## src/rtl/ctint_pkg.sv

```systemverilog
// Shared types and constants for the cubic trajectory interpolator.
package ctint_pkg;

  localparam int unsigned TimeW  = 24;
  localparam int unsigned PosW   = 32;
  localparam int unsigned StepW  = 16;
  localparam int unsigned FracW  = 32;
  localparam int unsigned CoefW  = 64;
  localparam int unsigned McandW = 64;
  localparam int unsigned ProdW  = McandW + FracW;
  localparam int unsigned CntW   = $clog2(FracW + 1);

  localparam logic [StepW-1:0] StepReset = 16'd655;

  typedef enum logic {
    REQ_LOAD = 1'b0,
    REQ_TICK = 1'b1
  } req_e;

  typedef enum logic [3:0] {
    ST_IDLE,
    ST_LD_MA,
    ST_LD_MB,
    ST_TK_DIV,
    ST_TK_LIN,
    ST_TK_S2,
    ST_TK_S3,
    ST_TK_QA,
    ST_TK_QB,
    ST_FIN
  } state_e;

  // Status of a serial arithmetic unit.
  typedef struct packed {
    logic busy;
    logic done;
  } ser_stat_t;

endpackage

```

## src/rtl/cubic_trajectory_interpolator_core.sv

```systemverilog
// Top level of the cubic trajectory interpolator with imposed end velocities.
//
// A load item defines one segment; when the end time is after the start
// time, two bit-serial multiplications then solve the cubic coefficients
// before the next item is accepted, and a load gives no result. A tick item
// returns one sample: the relative time is normalized by a restoring divider
// and the polynomial terms are formed by five passes through one shared
// bit-serial multiplier, after which the sample is written to the output
// register from the finish state and the next item is accepted. A tick with no
// live segment goes straight to the finish state and writes its status 1
// sample there, after which the next item is accepted. One result register
// sits on the output, so the next item is taken while a result waits; a
// finished sample waits in the finish state until that register is free. The
// time step register may be written at any idle moment and resets to 655.
module cubic_trajectory_interpolator_core (
  input  logic                          clk_i,
  input  logic                          rst_ni,
  input  logic                          cfg_we_i,
  input  logic [ctint_pkg::StepW-1:0]   cfg_data_i,
  input  logic                          in_valid_i,
  output logic                          in_stall_o,
  input  logic                          req_type_i,
  input  logic [ctint_pkg::TimeW-1:0]   start_time_i,
  input  logic [ctint_pkg::TimeW-1:0]   end_time_i,
  input  logic signed [ctint_pkg::PosW-1:0] start_position_i,
  input  logic signed [ctint_pkg::PosW-1:0] end_position_i,
  input  logic signed [ctint_pkg::PosW-1:0] start_velocity_i,
  input  logic signed [ctint_pkg::PosW-1:0] end_velocity_i,
  output logic                          out_valid_o,
  input  logic                          out_stall_i,
  output logic signed [ctint_pkg::PosW-1:0] position_o,
  output logic                          last_sample_o,
  output logic                          status_o
);
  import ctint_pkg::*;

  state_e state_q, state_d;

  logic in_acc, out_free, is_tick;
  assign in_acc   = in_valid_i && !in_stall_o;
  assign is_tick  = (req_e'(req_type_i) == REQ_TICK);
  assign out_free = !out_valid_o || !out_stall_i;

  // Configuration.
  logic [StepW-1:0] step_q;

  // Segment state.
  logic [TimeW-1:0]  cur_q, seg_start_q, seg_end_q, span_q, tau_q;
  logic              seg_valid_q;
  logic [PosW-1:0]   c0_q, c1_q;
  logic [CoefW-1:0]  ca_q, cb_q;

  // Load scratch values.
  logic [PosW:0]     diff_q;
  logic [PosW+1:0]   t1_q;
  logic [PosW:0]     t2_q;

  // Tick scratch values.
  logic [FracW-1:0]  s_q, s2_q, s3_q;
  logic [CoefW-1:0]  acc_q;
  logic              last_q, nosamp_q;

  // Output register.
  logic              ov_q;
  logic [PosW-1:0]   pos_q;
  logic              lasto_q, stat_q;

  // Serial units.
  logic              mul_start, div_start;
  logic [McandW-1:0] mcand;
  logic [FracW-1:0]  mplier;
  ser_stat_t         mul_stat, div_stat;
  logic [ProdW-1:0]  prod;
  logic [FracW-1:0]  quot;

  // Operands that the first unit of an item needs on its accepting edge come
  // straight from the ports and the segment state, not from the scratch
  // registers that are loaded on that same edge.
  logic [TimeW-1:0]  tau_w, span_w, span_in;
  logic [PosW+1:0]   t1_in, t1_in_mag;

  assign tau_w     = cur_q - seg_start_q;
  assign span_w    = seg_end_q - seg_start_q;
  assign span_in   = end_time_i - start_time_i;
  assign t1_in     = {start_velocity_i[PosW-1], start_velocity_i, 1'b0}
                   + {{2{end_velocity_i[PosW-1]}}, end_velocity_i};
  assign t1_in_mag = t1_in[PosW+1] ? -t1_in : t1_in;

  ctint_mul u_mul (
    .clk_i    (clk_i),
    .rst_ni   (rst_ni),
    .start_i  (mul_start),
    .mcand_i  (mcand),
    .mplier_i (mplier),
    .stat_o   (mul_stat),
    .prod_o   (prod)
  );

  ctint_div u_div (
    .clk_i   (clk_i),
    .rst_ni  (rst_ni),
    .start_i (div_start),
    .num_i   (tau_w),
    .den_i   (span_w),
    .stat_o  (div_stat),
    .quot_o  (quot)
  );

  // Next state.
  always_comb begin
    state_d = state_q;
    unique case (state_q)
      ST_IDLE: begin
        if (in_acc) begin
          if (is_tick) begin
            state_d = seg_valid_q ? ST_TK_DIV : ST_FIN;
          end else if (end_time_i > start_time_i) begin
            state_d = ST_LD_MA;
          end
        end
      end
      ST_LD_MA:  if (mul_stat.done) state_d = ST_LD_MB;
      ST_LD_MB:  if (mul_stat.done) state_d = ST_IDLE;
      ST_TK_DIV: if (div_stat.done) state_d = ST_TK_LIN;
      ST_TK_LIN: if (mul_stat.done) state_d = ST_TK_S2;
      ST_TK_S2:  if (mul_stat.done) state_d = ST_TK_S3;
      ST_TK_S3:  if (mul_stat.done) state_d = ST_TK_QA;
      ST_TK_QA:  if (mul_stat.done) state_d = ST_TK_QB;
      ST_TK_QB:  if (mul_stat.done) state_d = ST_FIN;
      ST_FIN:    if (out_free) state_d = ST_IDLE;
      default:   state_d = ST_IDLE;
    endcase
  end

  // Unit starts and operands. A unit starts on the edge that enters its state.
  logic [PosW:0]    t2_mag;
  logic [PosW-1:0]  v1_mag;
  logic [CoefW-1:0] ca_mag, cb_mag;

  always_comb begin
    t2_mag    = t2_q[PosW] ? -t2_q : t2_q;
    v1_mag    = c1_q[PosW-1] ? -c1_q : c1_q;
    ca_mag    = ca_q[CoefW-1] ? -ca_q : ca_q;
    cb_mag    = cb_q[CoefW-1] ? -cb_q : cb_q;
    mul_start = 1'b0;
    div_start = 1'b0;
    mcand     = '0;
    mplier    = '0;
    if (state_d != state_q) begin
      unique case (state_d)
        ST_LD_MA: begin
          mul_start = 1'b1;
          mcand     = McandW'(t1_in_mag);
          mplier    = FracW'(span_in);
        end
        ST_LD_MB: begin
          mul_start = 1'b1;
          mcand     = McandW'(t2_mag);
          mplier    = FracW'(span_q);
        end
        ST_TK_DIV: div_start = 1'b1;
        ST_TK_LIN: begin
          mul_start = 1'b1;
          mcand     = McandW'(v1_mag);
          mplier    = FracW'(tau_q);
        end
        ST_TK_S2: begin
          mul_start = 1'b1;
          mcand     = McandW'(quot);
          mplier    = quot;
        end
        ST_TK_S3: begin
          // The square of s is taken from the product, as s2_q is loaded on the edge that starts the cube.
          mul_start = 1'b1;
          mcand     = McandW'(prod[2*FracW-1:FracW]);
          mplier    = s_q;
        end
        ST_TK_QA: begin
          mul_start = 1'b1;
          mcand     = ca_mag;
          mplier    = s2_q;
        end
        ST_TK_QB: begin
          mul_start = 1'b1;
          mcand     = cb_mag;
          mplier    = s3_q;
        end
        default: ;
      endcase
    end
  end

  // Datapath helpers.
  logic [CoefW-1:0] d64, prod64, sprod_a, sprod_b, lin_r, lin_s, q_r, q_s;
  logic [CoefW-1:0] q_fl;
  logic [TimeW:0]   next_t;

  always_comb begin
    d64     = {{(CoefW-PosW-17){diff_q[PosW]}}, diff_q, 16'b0};
    prod64  = prod[CoefW-1:0];
    sprod_a = t1_q[PosW+1] ? -prod64 : prod64;
    sprod_b = t2_q[PosW] ? -prod64 : prod64;
    lin_r   = (prod64 + 64'd32768) >> 16;
    lin_s   = c1_q[PosW-1] ? -lin_r : lin_r;
    q_fl    = prod[ProdW-1:FracW];
    q_r     = (q_fl + 64'd32768) >> 16;
    q_s     = ((state_q == ST_TK_QA) ? ca_q[CoefW-1] : cb_q[CoefW-1]) ? -q_r : q_r;
    next_t  = {1'b0, cur_q} + (TimeW+1)'(step_q);
  end

  // Control registers.
  always_ff @(posedge clk_i or negedge rst_ni) begin
    if (!rst_ni) begin
      state_q     <= ST_IDLE;
      step_q      <= StepReset;
      seg_valid_q <= 1'b0;
      cur_q       <= '0;
      seg_start_q <= '0;
      seg_end_q   <= '0;
      c0_q        <= '0;
      c1_q        <= '0;
      ca_q        <= '0;
      cb_q        <= '0;
      ov_q        <= 1'b0;
    end else begin
      state_q <= state_d;
      if (cfg_we_i) step_q <= cfg_data_i;
      if (in_acc) begin
        if (!is_tick) begin
          seg_valid_q <= 1'b0;
          if (end_time_i > start_time_i) begin
            c0_q        <= start_position_i;
            c1_q        <= start_velocity_i;
            seg_start_q <= start_time_i;
            seg_end_q   <= end_time_i;
            cur_q       <= start_time_i;
          end
        end else if (seg_valid_q) begin
          if (next_t >= {1'b0, seg_end_q}) begin
            seg_valid_q <= 1'b0;
          end else begin
            cur_q <= next_t[TimeW-1:0];
          end
        end
      end
      if (state_q == ST_LD_MA && mul_stat.done) begin
        ca_q <= (d64 + (d64 << 1)) - sprod_a;
      end
      if (state_q == ST_LD_MB && mul_stat.done) begin
        cb_q        <= sprod_b - (d64 << 1);
        seg_valid_q <= 1'b1;
      end
      if (state_q == ST_FIN && out_free) begin
        ov_q <= 1'b1;
      end else if (!out_stall_i) begin
        ov_q <= 1'b0;
      end
    end
  end

  // Payload registers.
  always_ff @(posedge clk_i) begin
    if (in_acc) begin
      diff_q   <= {end_position_i[PosW-1], end_position_i}
                - {start_position_i[PosW-1], start_position_i};
      t1_q     <= t1_in;
      t2_q     <= {start_velocity_i[PosW-1], start_velocity_i}
                + {end_velocity_i[PosW-1], end_velocity_i};
      nosamp_q <= !seg_valid_q;
      last_q   <= (next_t >= {1'b0, seg_end_q});
      if (is_tick) begin
        tau_q  <= tau_w;
        span_q <= span_w;
      end else begin
        span_q <= span_in;
      end
    end
    if (state_q == ST_TK_DIV && div_stat.done) s_q <= quot;
    if (state_q == ST_TK_LIN && mul_stat.done) begin
      acc_q <= {{(CoefW-PosW){c0_q[PosW-1]}}, c0_q} + lin_s;
    end
    if (state_q == ST_TK_S2 && mul_stat.done) s2_q <= prod[2*FracW-1:FracW];
    if (state_q == ST_TK_S3 && mul_stat.done) s3_q <= prod[2*FracW-1:FracW];
    if ((state_q == ST_TK_QA || state_q == ST_TK_QB) && mul_stat.done) begin
      acc_q <= acc_q + q_s;
    end
    if (state_q == ST_FIN && out_free) begin
      if (nosamp_q) begin
        pos_q   <= '0;
        lasto_q <= 1'b0;
        stat_q  <= 1'b1;
      end else begin
        if ($signed(acc_q) > $signed({{(CoefW-PosW+1){1'b0}}, {(PosW-1){1'b1}}})) begin
          pos_q <= {1'b0, {(PosW-1){1'b1}}};
        end else if ($signed(acc_q) < -$signed({{(CoefW-PosW){1'b0}}, 1'b1,
                                                {(PosW-1){1'b0}}})) begin
          pos_q <= {1'b1, {(PosW-1){1'b0}}};
        end else begin
          pos_q <= acc_q[PosW-1:0];
        end
        lasto_q <= last_q;
        stat_q  <= 1'b0;
      end
    end
  end

  assign in_stall_o    = (state_q != ST_IDLE);
  assign out_valid_o   = ov_q;
  assign position_o    = pos_q;
  assign last_sample_o = lasto_q;
  assign status_o      = stat_q;

endmodule

```

## src/rtl/ctint_mul.sv

```systemverilog
// Bit-serial shift-add multiplier: one multiplier bit per cycle.
module ctint_mul (
  input  logic                          clk_i,
  input  logic                          rst_ni,
  input  logic                          start_i,
  input  logic [ctint_pkg::McandW-1:0]  mcand_i,
  input  logic [ctint_pkg::FracW-1:0]   mplier_i,
  output ctint_pkg::ser_stat_t          stat_o,
  output logic [ctint_pkg::ProdW-1:0]   prod_o
);
  import ctint_pkg::*;

  logic [ProdW-1:0]  prod_q, prod_d;
  logic [McandW-1:0] mcand_q;
  logic [FracW-1:0]  mplier_q, mplier_d;
  logic [CntW-1:0]   cnt_q, cnt_d;
  logic              done_q, done_d;
  logic [McandW:0]   sum;

  always_comb begin
    sum      = {1'b0, prod_q[ProdW-1:FracW]} + (mplier_q[0] ? {1'b0, mcand_q} : '0);
    prod_d   = prod_q;
    mplier_d = mplier_q;
    cnt_d    = cnt_q;
    done_d   = 1'b0;
    if (start_i) begin
      prod_d   = '0;
      mplier_d = mplier_i;
      cnt_d    = CntW'(FracW);
    end else if (cnt_q != '0) begin
      prod_d   = {sum, prod_q[FracW-1:1]};
      mplier_d = mplier_q >> 1;
      cnt_d    = cnt_q - 1'b1;
      done_d   = (cnt_q == CntW'(1));
    end
  end

  always_ff @(posedge clk_i or negedge rst_ni) begin
    if (!rst_ni) begin
      cnt_q  <= '0;
      done_q <= 1'b0;
    end else begin
      cnt_q  <= cnt_d;
      done_q <= done_d;
    end
  end

  always_ff @(posedge clk_i) begin
    prod_q   <= prod_d;
    mplier_q <= mplier_d;
    if (start_i) mcand_q <= mcand_i;
  end

  assign stat_o.busy = (cnt_q != '0);
  assign stat_o.done = done_q;
  assign prod_o      = prod_q;

endmodule

```

## src/rtl/ctint_div.sv

```systemverilog
// Restoring divider giving floor(num * 2^32 / den), one quotient bit per cycle.
module ctint_div (
  input  logic                         clk_i,
  input  logic                         rst_ni,
  input  logic                         start_i,
  input  logic [ctint_pkg::TimeW-1:0]  num_i,
  input  logic [ctint_pkg::TimeW-1:0]  den_i,
  output ctint_pkg::ser_stat_t         stat_o,
  output logic [ctint_pkg::FracW-1:0]  quot_o
);
  import ctint_pkg::*;

  // The numerator is always below the denominator, so the remainder fits.
  logic [TimeW:0]   rem_q, rem_d, trial;
  logic [TimeW-1:0] den_q;
  logic [FracW-1:0] quot_q, quot_d;
  logic [CntW-1:0]  cnt_q, cnt_d;
  logic             done_q, done_d;

  always_comb begin
    trial  = {rem_q[TimeW-1:0], 1'b0};
    rem_d  = rem_q;
    quot_d = quot_q;
    cnt_d  = cnt_q;
    done_d = 1'b0;
    if (start_i) begin
      rem_d  = {1'b0, num_i};
      quot_d = '0;
      cnt_d  = CntW'(FracW);
    end else if (cnt_q != '0) begin
      if (trial >= {1'b0, den_q}) begin
        rem_d  = trial - {1'b0, den_q};
        quot_d = {quot_q[FracW-2:0], 1'b1};
      end else begin
        rem_d  = trial;
        quot_d = {quot_q[FracW-2:0], 1'b0};
      end
      cnt_d  = cnt_q - 1'b1;
      done_d = (cnt_q == CntW'(1));
    end
  end

  always_ff @(posedge clk_i or negedge rst_ni) begin
    if (!rst_ni) begin
      cnt_q  <= '0;
      done_q <= 1'b0;
    end else begin
      cnt_q  <= cnt_d;
      done_q <= done_d;
    end
  end

  always_ff @(posedge clk_i) begin
    rem_q  <= rem_d;
    quot_q <= quot_d;
    if (start_i) den_q <= den_i;
  end

  assign stat_o.busy = (cnt_q != '0);
  assign stat_o.done = done_q;
  assign quot_o      = quot_q;

endmodule
```

## config.mk

```make
export PLATFORM = sky130hd
export DESIGN_NAME = cubic_trajectory_interpolator_core
export DESIGN_NICKNAME = d
export VERILOG_FILES = /design/src/rtl/ctint_pkg.sv /design/src/rtl/cubic_trajectory_interpolator_core.sv /design/src/rtl/ctint_mul.sv /design/src/rtl/ctint_div.sv
export SDC_FILE = /design/constraint.sdc
export NUM_CORES = 2
export LEC_CHECK = 0
export BUFFER_PORTS_ARGS = -buffer_cell sky130_fd_sc_hd__buf_2
export CELL_PAD_IN_SITES_DETAIL_PLACEMENT = 2
export CELL_PAD_IN_SITES_GLOBAL_PLACEMENT = 2
export CORE_MARGIN = 4
export CORE_UTILIZATION = 43
export DETAILED_ROUTE_END_ITERATION = 12
export GPL_TIMING_DRIVEN = 0
export PLACE_DENSITY_LB_ADDON = 0.1
export RECOVER_POWER = 25
export SKIP_LAST_GASP = 1
export SYNTH_ARGS = -nofsm -noshare
export SYNTH_HDL_FRONTEND = slang
export SYNTH_SLANG_ARGS = --single-unit
```

## constraint.sdc

```tcl
create_clock -name clk_i -period 12.3 [get_ports clk_i]
set_clock_uncertainty 0.1 [all_clocks]
set_input_delay 1.23 -clock clk_i [delete_from_list [all_inputs] [get_ports clk_i]]
set_output_delay 1.23 -clock clk_i [all_outputs]
set_load 0.01 [all_outputs]
```

==> summary.md <==
| Metric | Value |
|---|---|
| Status | complete, but fails checks |
| Failing checks | max-capacitance violations, max-slew violations |
| Post-synth top area cell | edfxtp_1 |
| Number of distinct library cells after synthesis | 92 |
| Synth warn | 0 |
| Slowest CP cell | or4b_1 |
| Ports | 234 |
| Total power | 29.1 mW |
| Pre-antenna DRT Iters | 9 |
| Switching part of the total | 56.2% |
| FP Rows | 151 |
| Reg power frac | 19.6% |
| Post-cts hold buffer count | 0 |
| Setup slack at placement | 2.58 ns |
| PnR worst setup slack | 2.42 ns |
| Syn Nets | 9,610 |
| Largest cells by area after synthesis | edfxtp_1 (18%), dfrtp_1 (9.9%), ha_1 (9.7%) |
| Largest stage delay on the critical path | 0.48 ns |
| IR Drop Worst-Case VDD | 0.000161 V |
| Crit path kind | reg2reg |
| DRT iter0 DRCs | 8,590 |
| Gate Count Post-Synth | 8,825 |
| Via density | 6.67 |
| Post-route ant nets | 0 |
| Max Freq | 0.101 GHz |
| Pint | 12.8 mW |
| Share of cells above drive strength 1 | 6.22% |
| Avg Cell Area, Syn | 8.38 sq um |
| TritonCTS clock tree | yes |
| Switch Pwr | 16.4 mW |
| Final WL | 390,000 microns |
| Cts repair resizes | 0 |
| Cell Area, Synth | 0.0740 sq mm |
| RSZ-0062 raised after global routing | false |
| H-tree Lvls | 3 |
| First-pass GRT wire length | 567,000 microns |
| Ys flop type | edfxtp_1 |
| Crit path max fanout | 10 |
| Total GRT Usage | 42.0% |
| Fin Setup TNS | 0 ns |
| Max cap viols | 3 |
| Num CTS Buffers | 108 |
| Fin. max-slew vios | 101 |
| Number of flops mapped to enable cells by yosys | 455 |
| Critical Path RT | 12.87 ns |
| I/O Buffers | 231 |
| Fin. Hold Viols | 0 |
| Number of global-route vias before repair | 81,800 |
| Initial antenna violation count | 57 |
| Crit start category | flop |
| WP data arrival | 10.45 ns |
| Total grt overflow | 0 |
| Clk slew on worst S/H paths | 0.07 ns |
| Internal reg-to-reg setup slack | 2.42 ns |
| Residual DRC | 0 |
| Clk sinks | 883 |
| Logic pwr share | 67.6% |
| Synth top area share | 18.5% |
| Crit end category | flop |
| Pleak | 34.6 nW |
| Clock Latency Late Sink | 0.84 ns |
| Most used cell, CP | a21o_1 |
| Post-synth ARST share | 34.0% |
| Synth-to-layout area growth | 11.4% |
| Initial cell density of the core | 43.5% |
| Final Core Density | 48.4% |
| Seq cells post-synth | 883 |
| DP Wirelength | 295,000 microns |
| Layout Cells excl Fill | 11,600 |
| Worst-Margin Slew | 6.50 ns |
| Die W | 423 microns |
| Drt wl/cell | 33.6 microns |
| Setup-failing EPs final | 0 |
| Pin count of the biggest net entering global routing | 116 |
| Vias post-DR | 77,300 |
| Slew margin rel. | -333% |
| Placed Cells incl. Taps | 11,400 |
| GPL Wtd Cong | 1.00 |
| Sequential share of the synthesized area | 32.1% |
| Hold WC Path Type | reg2reg |
| Die area | 0.179 sq mm |
| Clk root buf | clkbuf_16 |
| Clock Path Buffers | 3 |
| Period utilization | 80.3% |
| Final net count | 9,966 |
| Die H | 423 microns |
| Core area | 0.170 sq mm |
| PD cells | 354 mW/mm^2 |
| Min Tclk post-route | 9.88 ns |
| Post-CTS Setup Bufs | 0 |
| Clk network pwr share | 12.8% |
[cell usage in the layout (no fill, tap or decap), drive strengths merged, types with 101 or more instances in the layout]
cell	netlist	final
o31ai	116	116
and2	105	105
edfxtp	455	455
dfrtp	294	294
o21ai	690	690
a21oi	719	719
xor2	381	381
nand3	199	199
ha	574	574
xnor2	625	625
dfxtp	128	128
clkbuf	389	527
nand2	1165	1165
a21o	296	296
buf	41	282
nand4	101	101
nor2	557	557
inv	355	359
nor3	144	144
[area by class of cell]
| cell class | count | area [sq um] |
|---|---|---|
| fill | 18800 | 87800 |
| tap | 2295 | 2870 |
| inverter | 357 | 1350 |
| clock inverter | 73 | 1080 |
| antenna | 24 | 60.1 |
| multi-input combinational | 7155 | 47300 |
| timing repair buffer | 246 | 1430 |
| sequential | 883 | 23700 |
| clock buffer | 133 | 2890 |
| buffer | 430 | 1650 |
[through the flow]
stage,cell area (sq um),hold slack [ns]
2_1_floorplan,74000,0.349
3_3_place_gp,78000,0.363
3_5_place_dp,78300,0.381
4_1_cts,82300,0.387
5_1_grt,82300,0.411
6_report,82400,0.395
[critical path, delay by kind of cell, from the launching register on]
| kind | cells | cell delay, ns |
|---|---|---|
| xor gates and xnor gates | 2 | 0.39 |
| adders and majority gates | 2 | 0.68 |
| and+or+nand+nor | 12 | 3.93 |
| AOI/OAI and AO/OA | 12 | 3.31 |
| buffers and inverters | 4 | 1.01 |
| DFF | 1 | 0.32 |
[synth_stat cells, types with 77 or more instances]
master / number
nor2b_1: 77
inv_1: 355
nor3_1: 142
ha_1: 574
nand3_1: 199
nand4_1: 101
nor2_1: 557
dfrtp_1: 294
and2_1: 105
a21oi_1: 719
a31oi_1: 91
dfxtp_1: 128
edfxtp_1: 455
a21o_1: 296
o21ai_0: 688
nand2_1: 1165
xnor2_1: 625
and3_1: 82
xor2_1: 381
nand2b_1: 95
o31ai_1: 114
clkbuf_1: 389
[cells by family after synthesis]
logic type | Yosys count | share of synthesized area [%]
flops | 883 | 32.1
buf+inv | 787 | 4.03
fa+ha+maj | 587 | 10.1
simple gates | 2856 | 18.2
compound gates | 2602 | 22.3
xor+xnor | 1006 | 11.9
mux | 104 | 1.47
[path summary, 6_finish.rpt]
check | startpoint | to | cells past startpoint
min in group asynchronous | rst_ni | step_q[6] | 1
max in group asynchronous | rst_ni | cb_q[63] | 1
setup reg to reg | u_mul.prod_o[0] | ca_q[57] | 32
setup / recovery | u_mul.prod_o[0] | ca_q[57] | 32
hold / removal | u_mul.prod_o[45] | s2_q[13] | 0
hold reg to reg | u_mul.prod_o[45] | s2_q[13] | 0
[routing by layer]
metal | vias up | global-route usage [%] | wire length, microns
met5 | - | 0 | 106
met3 | 1152 | 9.24 | 33100
li1 | 32700 | - | -
met4 | 16 | 21.6 | 24000
met2 | 3834 | 68.0 | 178000
met1 | 39600 | 52.5 | 155000
[sequential cells by signal, summed over array words and instances (netlist names), 32 cells and up]
signal and count:
c1_q 32, t2_q 33, u_mul.mcand_q 64, s3_q 32, s2_q 32, u_div.quot_o 32, acc_q 64, u_mul.mplier_q 32
c0_q 32, diff_q 33, ca_q 64, s_q 32, u_mul.prod_o 96, position_o 32, cb_q 64
[power by group through the flow]
| stage | combinational, mW | sequential, mW | clock, mW |
|---|---|---|---|
| after floorplan | 11.5 | 5.02 | 0 |
| after global placement | 17.1 | 5.56 | 0 |
| after CTS | 18.9 | 5.61 | 3.71 |
| final | 19.7 | 5.72 | 3.72 |
| after global routing | 20.7 | 5.70 | 3.83 |
| after detailed placement | 18.2 | 5.62 | 0 |
(Power assumes the default switching activity.)
